### src/i2cra_pkg.sv
// shared types and constants for the i2c master register access core
package i2cra_pkg;

    localparam int BUFFER_DEPTH_DEF = 256;

    localparam logic [7:0] STATUS_MASK  = 8'hF8;
    localparam logic [7:0] ST_START     = 8'h08;
    localparam logic [7:0] ST_RSTART    = 8'h10;
    localparam logic [7:0] ST_SLAW_ACK  = 8'h18;
    localparam logic [7:0] ST_DATA_ACK  = 8'h28;
    localparam logic [7:0] ST_SLAR_ACK  = 8'h40;
    localparam logic [7:0] ST_RX_ACK    = 8'h50;
    localparam logic [7:0] ST_RX_NACK   = 8'h58;

    typedef enum logic [1:0] {
        MODE_START_WR = 2'd0,
        MODE_START_RD = 2'd1,
        MODE_STATUS   = 2'd2,
        MODE_LOAD     = 2'd3
    } mode_t;

    typedef enum logic [2:0] {
        ACT_NONE   = 3'd0,
        ACT_START  = 3'd1,
        ACT_SEND   = 3'd2,
        ACT_RSTART = 3'd3,
        ACT_STOP   = 3'd4,
        ACT_RECV   = 3'd5
    } action_t;

    typedef enum logic [1:0] {
        OP_NONE  = 2'd0,
        OP_WRITE = 2'd1,
        OP_READ  = 2'd2
    } op_t;

    typedef struct packed {
        logic [1:0] mode;
        logic [6:0] slave_address;
        logic [7:0] register_address;
        logic [7:0] byte_count;
        logic [7:0] status_code;
        logic [7:0] bus_byte;
        logic [7:0] buffer_index;
    } in_item_t;

    typedef struct packed {
        logic [2:0] action;
        logic [7:0] send_byte;
        logic       ack_next;
        logic       rx_valid;
        logic [7:0] rx_index;
        logic [7:0] rx_byte;
        logic       read_done;
        logic       error;
        logic       bus_free;
    } out_item_t;

    // result of one transaction before the buffer byte is merged in
    typedef struct packed {
        out_item_t item;
        logic      from_buf;
    } seq_res_t;

    // access request towards the transmit buffer
    typedef struct packed {
        logic       wr_en;
        logic [7:0] wr_addr;
        logic [7:0] wr_data;
        logic       rd_en;
        logic [7:0] rd_addr;
    } buf_req_t;

endpackage

### src/i2cra_buf.sv
// transmit byte buffer: one write and one registered read port
module i2cra_buf #(
    parameter int BUFFER_DEPTH = i2cra_pkg::BUFFER_DEPTH_DEF
) (
    input  logic                aclk,
    input  i2cra_pkg::buf_req_t req,
    output logic [7:0]          rd_data
);
    import i2cra_pkg::*;

    localparam int AW = (BUFFER_DEPTH > 1) ? $clog2(BUFFER_DEPTH) : 1;

    logic [7:0] mem [BUFFER_DEPTH];
    logic [7:0] rd_data_reg;

    always_ff @(posedge aclk) begin
        if (req.wr_en) begin
            mem[req.wr_addr[AW-1:0]] <= req.wr_data;
        end
        // data only moves on a read so it holds while the result stalls
        if (req.rd_en) begin
            rd_data_reg <= mem[req.rd_addr[AW-1:0]];
        end
    end

    assign rd_data = rd_data_reg;

    a_no_dual_access: assert property (@(posedge aclk)
        !(req.wr_en && req.rd_en))
        else $error("buffer read and write in the same cycle");

endmodule

### src/i2cra_seq.sv
// transfer sequencer: decodes each transaction and updates the transfer state
module i2cra_seq #(
    parameter int BUFFER_DEPTH = i2cra_pkg::BUFFER_DEPTH_DEF
) (
    input  logic                aclk,
    input  logic                aresetn,
    input  logic                accept,
    input  i2cra_pkg::in_item_t in_item,
    output i2cra_pkg::seq_res_t res,
    output i2cra_pkg::buf_req_t buf_req
);
    import i2cra_pkg::*;

    localparam logic [8:0] DEPTH9 = 9'(BUFFER_DEPTH);

    logic       idle_reg, idle_next;
    op_t        op_reg, op_next;
    logic [6:0] addr_reg, addr_next;
    logic [7:0] regad_reg, regad_next;
    logic [7:0] len_reg, len_next;
    logic [7:0] cnt_reg, cnt_next;

    logic [7:0]        status;
    logic [7:0]        cnt_inc;
    logic signed [9:0] remain;
    mode_t             mode;

    assign mode    = mode_t'(in_item.mode);
    assign status  = in_item.status_code & STATUS_MASK;
    assign cnt_inc = cnt_reg + 8'd1;
    assign remain  = $signed({2'b00, len_reg}) - $signed({2'b00, cnt_inc});

    always_comb begin
        idle_next  = idle_reg;
        op_next    = op_reg;
        addr_next  = addr_reg;
        regad_next = regad_reg;
        len_next   = len_reg;
        cnt_next   = cnt_reg;
        res        = '0;
        buf_req    = '0;
        buf_req.wr_addr = in_item.buffer_index;
        buf_req.wr_data = in_item.bus_byte;
        buf_req.rd_addr = cnt_reg;

        case (mode)
            MODE_START_WR, MODE_START_RD: begin
                if (idle_reg) begin
                    addr_next  = in_item.slave_address;
                    regad_next = in_item.register_address;
                    len_next   = in_item.byte_count;
                    op_next    = (mode == MODE_START_WR) ? OP_WRITE : OP_READ;
                    idle_next  = 1'b0;
                    res.item.action = ACT_START;
                end
            end
            MODE_STATUS: begin
                if (op_reg == OP_WRITE || op_reg == OP_READ) begin
                    case (status)
                        ST_START: begin
                            cnt_next = '0;
                            res.item.action    = ACT_SEND;
                            res.item.send_byte = {addr_reg, 1'b0};
                        end
                        ST_SLAW_ACK: begin
                            res.item.action    = ACT_SEND;
                            res.item.send_byte = regad_reg;
                        end
                        ST_DATA_ACK: begin
                            if (op_reg == OP_READ) begin
                                res.item.action = ACT_RSTART;
                            end else if (cnt_reg < len_reg) begin
                                // byte comes from the registered buffer read and is merged in the holding stage
                                res.item.action = ACT_SEND;
                                res.from_buf    = ({1'b0, cnt_reg} < DEPTH9);
                                buf_req.rd_en   = res.from_buf;
                                cnt_next        = cnt_inc;
                            end else begin
                                res.item.action = ACT_STOP;
                                idle_next       = 1'b1;
                            end
                        end
                        ST_RSTART: begin
                            if (op_reg == OP_READ) begin
                                res.item.action    = ACT_SEND;
                                res.item.send_byte = {addr_reg, 1'b1};
                            end else begin
                                res.item.action = ACT_STOP;
                                res.item.error  = 1'b1;
                                idle_next       = 1'b1;
                            end
                        end
                        ST_SLAR_ACK: begin
                            if (op_reg == OP_READ) begin
                                res.item.action   = ACT_RECV;
                                res.item.ack_next = (len_reg > 8'd1);
                            end else begin
                                res.item.action = ACT_STOP;
                                res.item.error  = 1'b1;
                                idle_next       = 1'b1;
                            end
                        end
                        ST_RX_ACK: begin
                            if (op_reg == OP_READ) begin
                                res.item.rx_valid = 1'b1;
                                res.item.rx_index = cnt_reg;
                                res.item.rx_byte  = in_item.bus_byte;
                                cnt_next          = cnt_inc;
                                res.item.action   = ACT_RECV;
                                res.item.ack_next = (remain > 10'sd1);
                            end else begin
                                res.item.action = ACT_STOP;
                                res.item.error  = 1'b1;
                                idle_next       = 1'b1;
                            end
                        end
                        ST_RX_NACK: begin
                            if (op_reg == OP_READ) begin
                                res.item.rx_valid  = 1'b1;
                                res.item.rx_index  = cnt_reg;
                                res.item.rx_byte   = in_item.bus_byte;
                                res.item.action    = ACT_STOP;
                                res.item.read_done = 1'b1;
                                idle_next          = 1'b1;
                            end else begin
                                res.item.action = ACT_STOP;
                                res.item.error  = 1'b1;
                                idle_next       = 1'b1;
                            end
                        end
                        default: begin
                            res.item.action = ACT_STOP;
                            res.item.error  = 1'b1;
                            idle_next       = 1'b1;
                        end
                    endcase
                end
            end
            MODE_LOAD: begin
                buf_req.wr_en = ({1'b0, in_item.buffer_index} < DEPTH9);
            end
            default: begin
            end
        endcase

        res.item.bus_free = idle_next;
        if (!accept) begin
            buf_req.wr_en = 1'b0;
            buf_req.rd_en = 1'b0;
        end
    end

    always_ff @(posedge aclk) begin
        if (!aresetn) begin
            idle_reg  <= 1'b1;
            op_reg    <= OP_NONE;
            addr_reg  <= '0;
            regad_reg <= '0;
            len_reg   <= '0;
            cnt_reg   <= '0;
        end else if (accept) begin
            idle_reg  <= idle_next;
            op_reg    <= op_next;
            addr_reg  <= addr_next;
            regad_reg <= regad_next;
            len_reg   <= len_next;
            cnt_reg   <= cnt_next;
        end
    end

    a_start_claims: assert property (@(posedge aclk) disable iff (!aresetn)
        (accept && idle_reg && (mode == MODE_START_WR || mode == MODE_START_RD))
        |=> !idle_reg)
        else $error("start from idle did not claim the bus");

    a_busy_start_ignored: assert property (@(posedge aclk) disable iff (!aresetn)
        (accept && !idle_reg && (mode == MODE_START_WR || mode == MODE_START_RD))
        |=> ($stable(len_reg) && $stable(addr_reg) && $stable(op_reg)))
        else $error("start while busy changed the transfer");

    a_error_frees_bus: assert property (@(posedge aclk) disable iff (!aresetn)
        (accept && res.item.error) |=> idle_reg)
        else $error("aborted transfer left the bus claimed");

endmodule

### src/i2cra_out.sv
// result pipeline: holding stage for the buffer read plus output register
module i2cra_out (
    input  logic                 aclk,
    input  logic                 aresetn,
    input  logic                 accept,
    input  i2cra_pkg::seq_res_t  res,
    input  logic [7:0]           buf_data,
    output logic                 s_ready,
    output logic                 m_valid,
    input  logic                 m_ready,
    output i2cra_pkg::out_item_t m_data
);
    import i2cra_pkg::*;

    logic      st_valid_reg, st_valid_next;
    seq_res_t  st_res_reg;
    logic      m_valid_reg, m_valid_next;
    out_item_t m_data_reg;
    out_item_t merged;
    logic      advance;

    assign advance = st_valid_reg && (!m_valid_reg || m_ready);
    // no transaction is taken while reset is held
    assign s_ready = aresetn && (!st_valid_reg || advance);

    always_comb begin
        merged = st_res_reg.item;
        if (st_res_reg.from_buf) begin
            merged.send_byte = buf_data;
        end
    end

    always_comb begin
        st_valid_next = st_valid_reg;
        if (accept) begin
            st_valid_next = 1'b1;
        end else if (advance) begin
            st_valid_next = 1'b0;
        end
        m_valid_next = m_valid_reg;
        if (advance) begin
            m_valid_next = 1'b1;
        end else if (m_ready) begin
            m_valid_next = 1'b0;
        end
    end

    always_ff @(posedge aclk) begin
        if (!aresetn) begin
            st_valid_reg <= 1'b0;
            m_valid_reg  <= 1'b0;
        end else begin
            st_valid_reg <= st_valid_next;
            m_valid_reg  <= m_valid_next;
        end
        if (accept) begin
            st_res_reg <= res;
        end
        if (advance) begin
            m_data_reg <= merged;
        end
    end

    assign m_valid = m_valid_reg;
    assign m_data  = m_data_reg;

    a_full_blocks_input: assert property (@(posedge aclk) disable iff (!aresetn)
        (st_valid_reg && m_valid_reg && !m_ready) |-> !s_ready)
        else $error("input taken while both result stages are full");

endmodule

### src/i2c_master_register_access_core.sv
// top level of the i2c master register access core
//
// one input channel (s_valid/s_ready/s_data) carries start commands, status
// events from the bus controller and transmit buffer loads; one result
// channel (m_valid/m_ready/m_data) returns exactly one result per input
// transaction, in order.
// a transaction is decoded in the cycle it is accepted; the transfer state
// updates at that edge and a data byte read issues to the buffer ram.
// the result shows on m_data once the output register loads: the buffer ram read
// and the holding stage load at the accepting edge, the output register when
// the holding stage advances.
// throughput is one transaction per cycle while m_ready stays high.
// a holding stage and the output register decouple the two sides: when
// m_ready drops, two results queue and then s_ready falls until one leaves.
// reset (aresetn low, synchronous) holds s_ready low, frees the bus, clears
// the transfer state and empties both result stages; buffer contents are not
// cleared and an entry must be loaded before a write transfer sends it.
module i2c_master_register_access_core #(
    parameter int BUFFER_DEPTH = i2cra_pkg::BUFFER_DEPTH_DEF
) (
    input  logic                 aclk,
    input  logic                 aresetn,
    input  logic                 s_valid,
    output logic                 s_ready,
    input  i2cra_pkg::in_item_t  s_data,
    output logic                 m_valid,
    input  logic                 m_ready,
    output i2cra_pkg::out_item_t m_data
);
    import i2cra_pkg::*;

    logic       accept;
    seq_res_t   res;
    buf_req_t   buf_req;
    logic [7:0] buf_data;

    assign accept = s_valid && s_ready;

    i2cra_seq #(.BUFFER_DEPTH(BUFFER_DEPTH)) u_seq (
        .aclk    (aclk),
        .aresetn (aresetn),
        .accept  (accept),
        .in_item (s_data),
        .res     (res),
        .buf_req (buf_req)
    );

    i2cra_buf #(.BUFFER_DEPTH(BUFFER_DEPTH)) u_buf (
        .aclk    (aclk),
        .req     (buf_req),
        .rd_data (buf_data)
    );

    i2cra_out u_out (
        .aclk     (aclk),
        .aresetn  (aresetn),
        .accept   (accept),
        .res      (res),
        .buf_data (buf_data),
        .s_ready  (s_ready),
        .m_valid  (m_valid),
        .m_ready  (m_ready),
        .m_data   (m_data)
    );

endmodule

### config.mk
export PLATFORM = sky130hd
export DESIGN_NAME = i2c_master_register_access_core
export DESIGN_NICKNAME = d
export VERILOG_FILES = /design/src/i2cra_pkg.sv /design/src/i2cra_buf.sv /design/src/i2cra_seq.sv /design/src/i2cra_out.sv /design/src/i2c_master_register_access_core.sv
export SDC_FILE = /design/constraint.sdc
export NUM_CORES = 2
export LEC_CHECK = 0
export BUFFER_PORTS_ARGS = -buffer_cell sky130_fd_sc_hd__buf_2
export CAP_MARGIN = 20
export CORE_MARGIN = 4
export CORE_UTILIZATION = 60
export DETAILED_ROUTE_END_ITERATION = 6
export PLACE_DENSITY = 0.76
export SLEW_MARGIN = 25
export SYNTH_ARGS = -nofsm -noshare
export SYNTH_HDL_FRONTEND = slang
export SYNTH_SLANG_ARGS = --single-unit
### constraint.sdc
create_clock -name aclk -period 5.9 [get_ports aclk]
set_clock_uncertainty 0.1 [all_clocks]
set_input_delay 1.18 -clock aclk [delete_from_list [all_inputs] [get_ports aclk]]
set_output_delay 1.18 -clock aclk [all_outputs]
set_load 0.005 [all_outputs]
==> results.txt <==
The run finished with clean final reports. The TritonCTS clock tree is yes. The most used flip-flop cell after synthesis is edfxtp_1. The number of cells on the worst reg-to-reg path is 8. The fraction of the mapped netlist area in compound gates was 0.0139.

Counting every net in the synthesized netlist gives ~3800. The accumulated negative setup slack is 0 ps. The initial detailed-routing violation count came out at 5529. The net switching share of the total power came out at 0.195. The endpoint arrival time on the critical path is 4850 ps. The DRC violation count after routing came out at 0. The wire length of the first global-routing pass is 286 mm. The weighted congestion at the end of routability-driven global placement is 0.857.

The largest stage delay on the critical path is between 900 and 1000 ps. In this run the standard cell core region covers 138000 um^2. The clock-pin transition on the worst setup and hold timing paths is 60 ps. The total global-route track usage came out at 0.271. Summed over all nets, the switching power comes to roughly 0.006 W. The number of synthesized register bits is 2157. For hold timing, the worst endpoint is u_out.m_data[5]. For this run, the number of Yosys warnings is 0. The layout overhead on the synthesized area came out at 11.1%. The post-synthesis instance area is 83800 um^2. The worst hold path begins at u_out.merged[5].

Counting distinct cell types in the post-synthesis netlist gives 59. The routed via count divided by cell count came out at around 6.7. CTS placed an instance of clkbuf_16 at the clock tree root.

The quantity of hold-fixing buffers added after cts is 0. The register with the most flip-flops in the layout has 2048 of them. The starting utilization of the core area is 0.607. The worst slew margin relative to its limit is 0.153. The portion of netlist area occupied by mux cells came out at 0.174. The synthesized area per cell came out at 22.2 um^2. The floorplan die area is about 150000 um^2.

The boundary pin count came out at 87. The worst hold path belongs to the class flop to flop. The critical path goes through buf_2, nor2b_1, nand2_1, nand3_1, inv_1, nand3_1, nor3b_1, nand3_1, nor2_1. Max-cap violations in this run came to 0. VDD sags by at most roughly 0.30 mV. Entering global routing, the biggest net connects 202 pins.

After clock tree synthesis, the setup repair step added 0 buffers. The clock sink count is roughly 2200. STA classifies the critical path endpoint as a flop. The fmax came out at 222 MHz. The post-synthesis share of cell area spent on and, or, nand and nor gates came out at 0.0270. The synthesized netlist cell count is 3777. The number of optimization iterations in the first detailed-route pass came out at 5. The capture instance of the worst register-to-register path is u_buf.mem[113][1]. In this run the worst path has a maximum fanout of 16.

Internal power comes to around 0.024 W. The data required time of the critical path came out at approximately 6300 ps. The die boundary height is 382 um. The initial antenna violation count is 9. For the pin with the worst max-slew slack, the measured transition is 1270 ps. The standard-cell row count is 136. In the final routed layout, each cell accounts on average for 32.6 um. After synthesis, the largest family of logic cells by area is multiplexers.

The die width is 382 um. The number of slew-limit violations in the final report is 0. By instance count, the cell type seen most on the critical path is nand3_1. The detailed placer's ending HPWL is 112 mm. The sequential power share came out at 0.564. The top cell types in the final layout, fill and taps aside, are 2121 x edfxtp_1, 630 x mux4_2, 289 x nor2_1, 207 x clkbuf_16, 99 x nand2_1. The number of H-tree levels is 4. Of the total synthesized cell area, the portion taken by XOR and XNOR cells is 0.000940. The clock period minus final worst setup slack came out at about 4500 ps.

In the finished design, the share of the clock period the worst path needs comes to 0.763. The final-report hold violation count came to 0. The number of input and output port buffers inserted is just over 80. In this run the register-to-register setup slack is 1440 ps. Of the total synthesized cell area, the portion taken by full adders, half adders and majority gates is 0.00309.

The share of the core filled with cells is 0.674. Of the total power, combinational logic draws 0.015. The post-detailed-routing wire length is just under 200 mm. The static leakage is ~28 nW. The commonest non-fill, non-tap cell in the layout is edfxtp_1. The net count of the finished layout is 4014.

The share of layout cells above drive strength 1 is 0.271. The number of buffers created by CTS is around 200. The type of the worst setup path is input port to flop. The share of total power dissipated in the clock network is 0.422. Detailed routing inserted a total of between 40000 and 50000 vias.

The number of nets with antenna violations after detailed routing came out at 0. The proportion of synthesized chip area in sequential cells is 0.768. The clock network latency to the later pin of the worst-skew pair came out at 820 ps. In this run, synthesis inferred ~2100 flip-flops with an integrated enable. In this run, post-CTS repair resized a total of 0 instances. The async set or reset register ratio after synthesis came out at 0. The largest individual stage delay along the critical path comes from the cell nor3b_1. The worst-case clock buffer depth came out at 3.

The sort of element at the start of the critical path is an input port. The final global-route overflow total is 0. Setup repair after global routing left no endpoint under its margin. The ratio of total power to cell area is 321 nW/um^2.

The hold path depth came out at 0. The source of the worst register-to-register timing path is u_out.m_valid. The count of final setup violators is 0. The via count of the first global-routing pass came out at 40700.
## through the flow
stage	setup slack [ps]	total power (W)	hold WS, ps	cells	cell area (um^2)
2_1_floorplan	1730	0.0173	300	3777	83800
4_1_cts	1530	0.0300	318	5968	93000
5_1_grt	1330	0.0307	325	5973	93100
3_5_place_dp	701	0.0176	305	5602	86700
6_report	1400	0.0299	317	5978	93100
3_3_place_gp	719	0.0176	300	5602	86700
## cell usage after synthesis, types with 4 or more instances
master / number / share of area
a2111oi_0: 5 / 0.00052
a211oi_1: 9 / 0.00081
a21boi_0: 26 / 0.0023
a21o_1: 5 / 0.00045
a21oi_1: 18 / 0.0011
a221oi_1: 8 / 0.00084
a22oi_1: 37 / 0.0033
a31oi_1: 6 / 0.00045
and2_1: 23 / 0.0017
and3_1: 5 / 0.00037
buf_1: 15 / 0.00067
buf_2: 55 / 0.0033
buf_4: 16 / 0.0014
buf_6: 9 / 0.0012
clkbuf_1: 117 / 0.0052
dfxtp_1: 36 / 0.0086
edfxtp_1: 2121 / 0.76
ha_1: 15 / 0.0022
inv_1: 18 / 0.00081
maj3_1: 4 / 0.00048
mux2_2: 12 / 0.0016
mux2i_1: 27 / 0.0032
mux4_2: 630 / 0.17
nand2_1: 105 / 0.0047
nand2b_1: 10 / 0.00075
nand3_1: 29 / 0.0017
nor2_1: 291 / 0.013
nor2b_1: 18 / 0.0013
nor3_1: 16 / 0.00096
nor3b_1: 4 / 0.00036
nor4_1: 4 / 0.00030
o21a_1: 4 / 0.00036
o21ai_0: 27 / 0.0016
or3_1: 4 / 0.00030
xnor2_1: 8 / 0.00084
## layout make-up
type | instances | area [um^2]
diodes | 8 | 20.0
flip-flops and latches | 2157 | 64400
clock buffers | 254 | 5360
repair buffers | 176 | 1470
clock inverters | 112 | 1000
inverters | 19 | 78.8
well taps | 1863 | 2330
multi-input cells | 1389 | 18400
fillers | 8193 | 45100
## how the worst max path moves through the flow
stage	to	slack, ps	startpoint	cells past startpoint
finish	u_buf.mem[113][1]	1400	m_ready	9
global route	u_buf.mem[112][1]	1330	m_ready	9
CTS	u_buf.mem[112][1]	1530	u_out.m_valid	8
detailed placement	u_buf.mem[123][0]	700	m_ready	9
global placement	u_buf.mem[121][4]	720	m_ready	9
floorplan	u_buf.mem[185][0]	1730	m_ready	9
## critical path, delay by kind of cell
family,cells,cell delay (ps)
buf+inv,2,230
simple gates,7,3430
## power groups by stage
stage                     Combinational (W)  Clock (W)  Sequential (W)
after global routing               0.000464     0.0134          0.0168
final                              0.000434     0.0126          0.0169
after floorplan                   0.0000822          0          0.0172
after detailed placement           0.000429          0          0.0172
after CTS                          0.000429     0.0127          0.0169
after global placement             0.000405          0          0.0172
## routing by layer
layer	GRT usage	wire length, um
met1	0.379	72100
met2	0.426	95700
met3	0.0611	19100
met4	0.107	8190
met5	0	0
## logic make-up (layout without fill, tap and decap cells)
logic type      Yosys count  count (layout)
compound gates          165             165
xor+xnor                  9               9
fa+ha+maj                21              21
buf+inv                 231             561
flops                  2157            2157
mux                     669             669
other cells               0               8
simple gates            525             525
No activity file was read; power rests on OpenSTA's default activity.
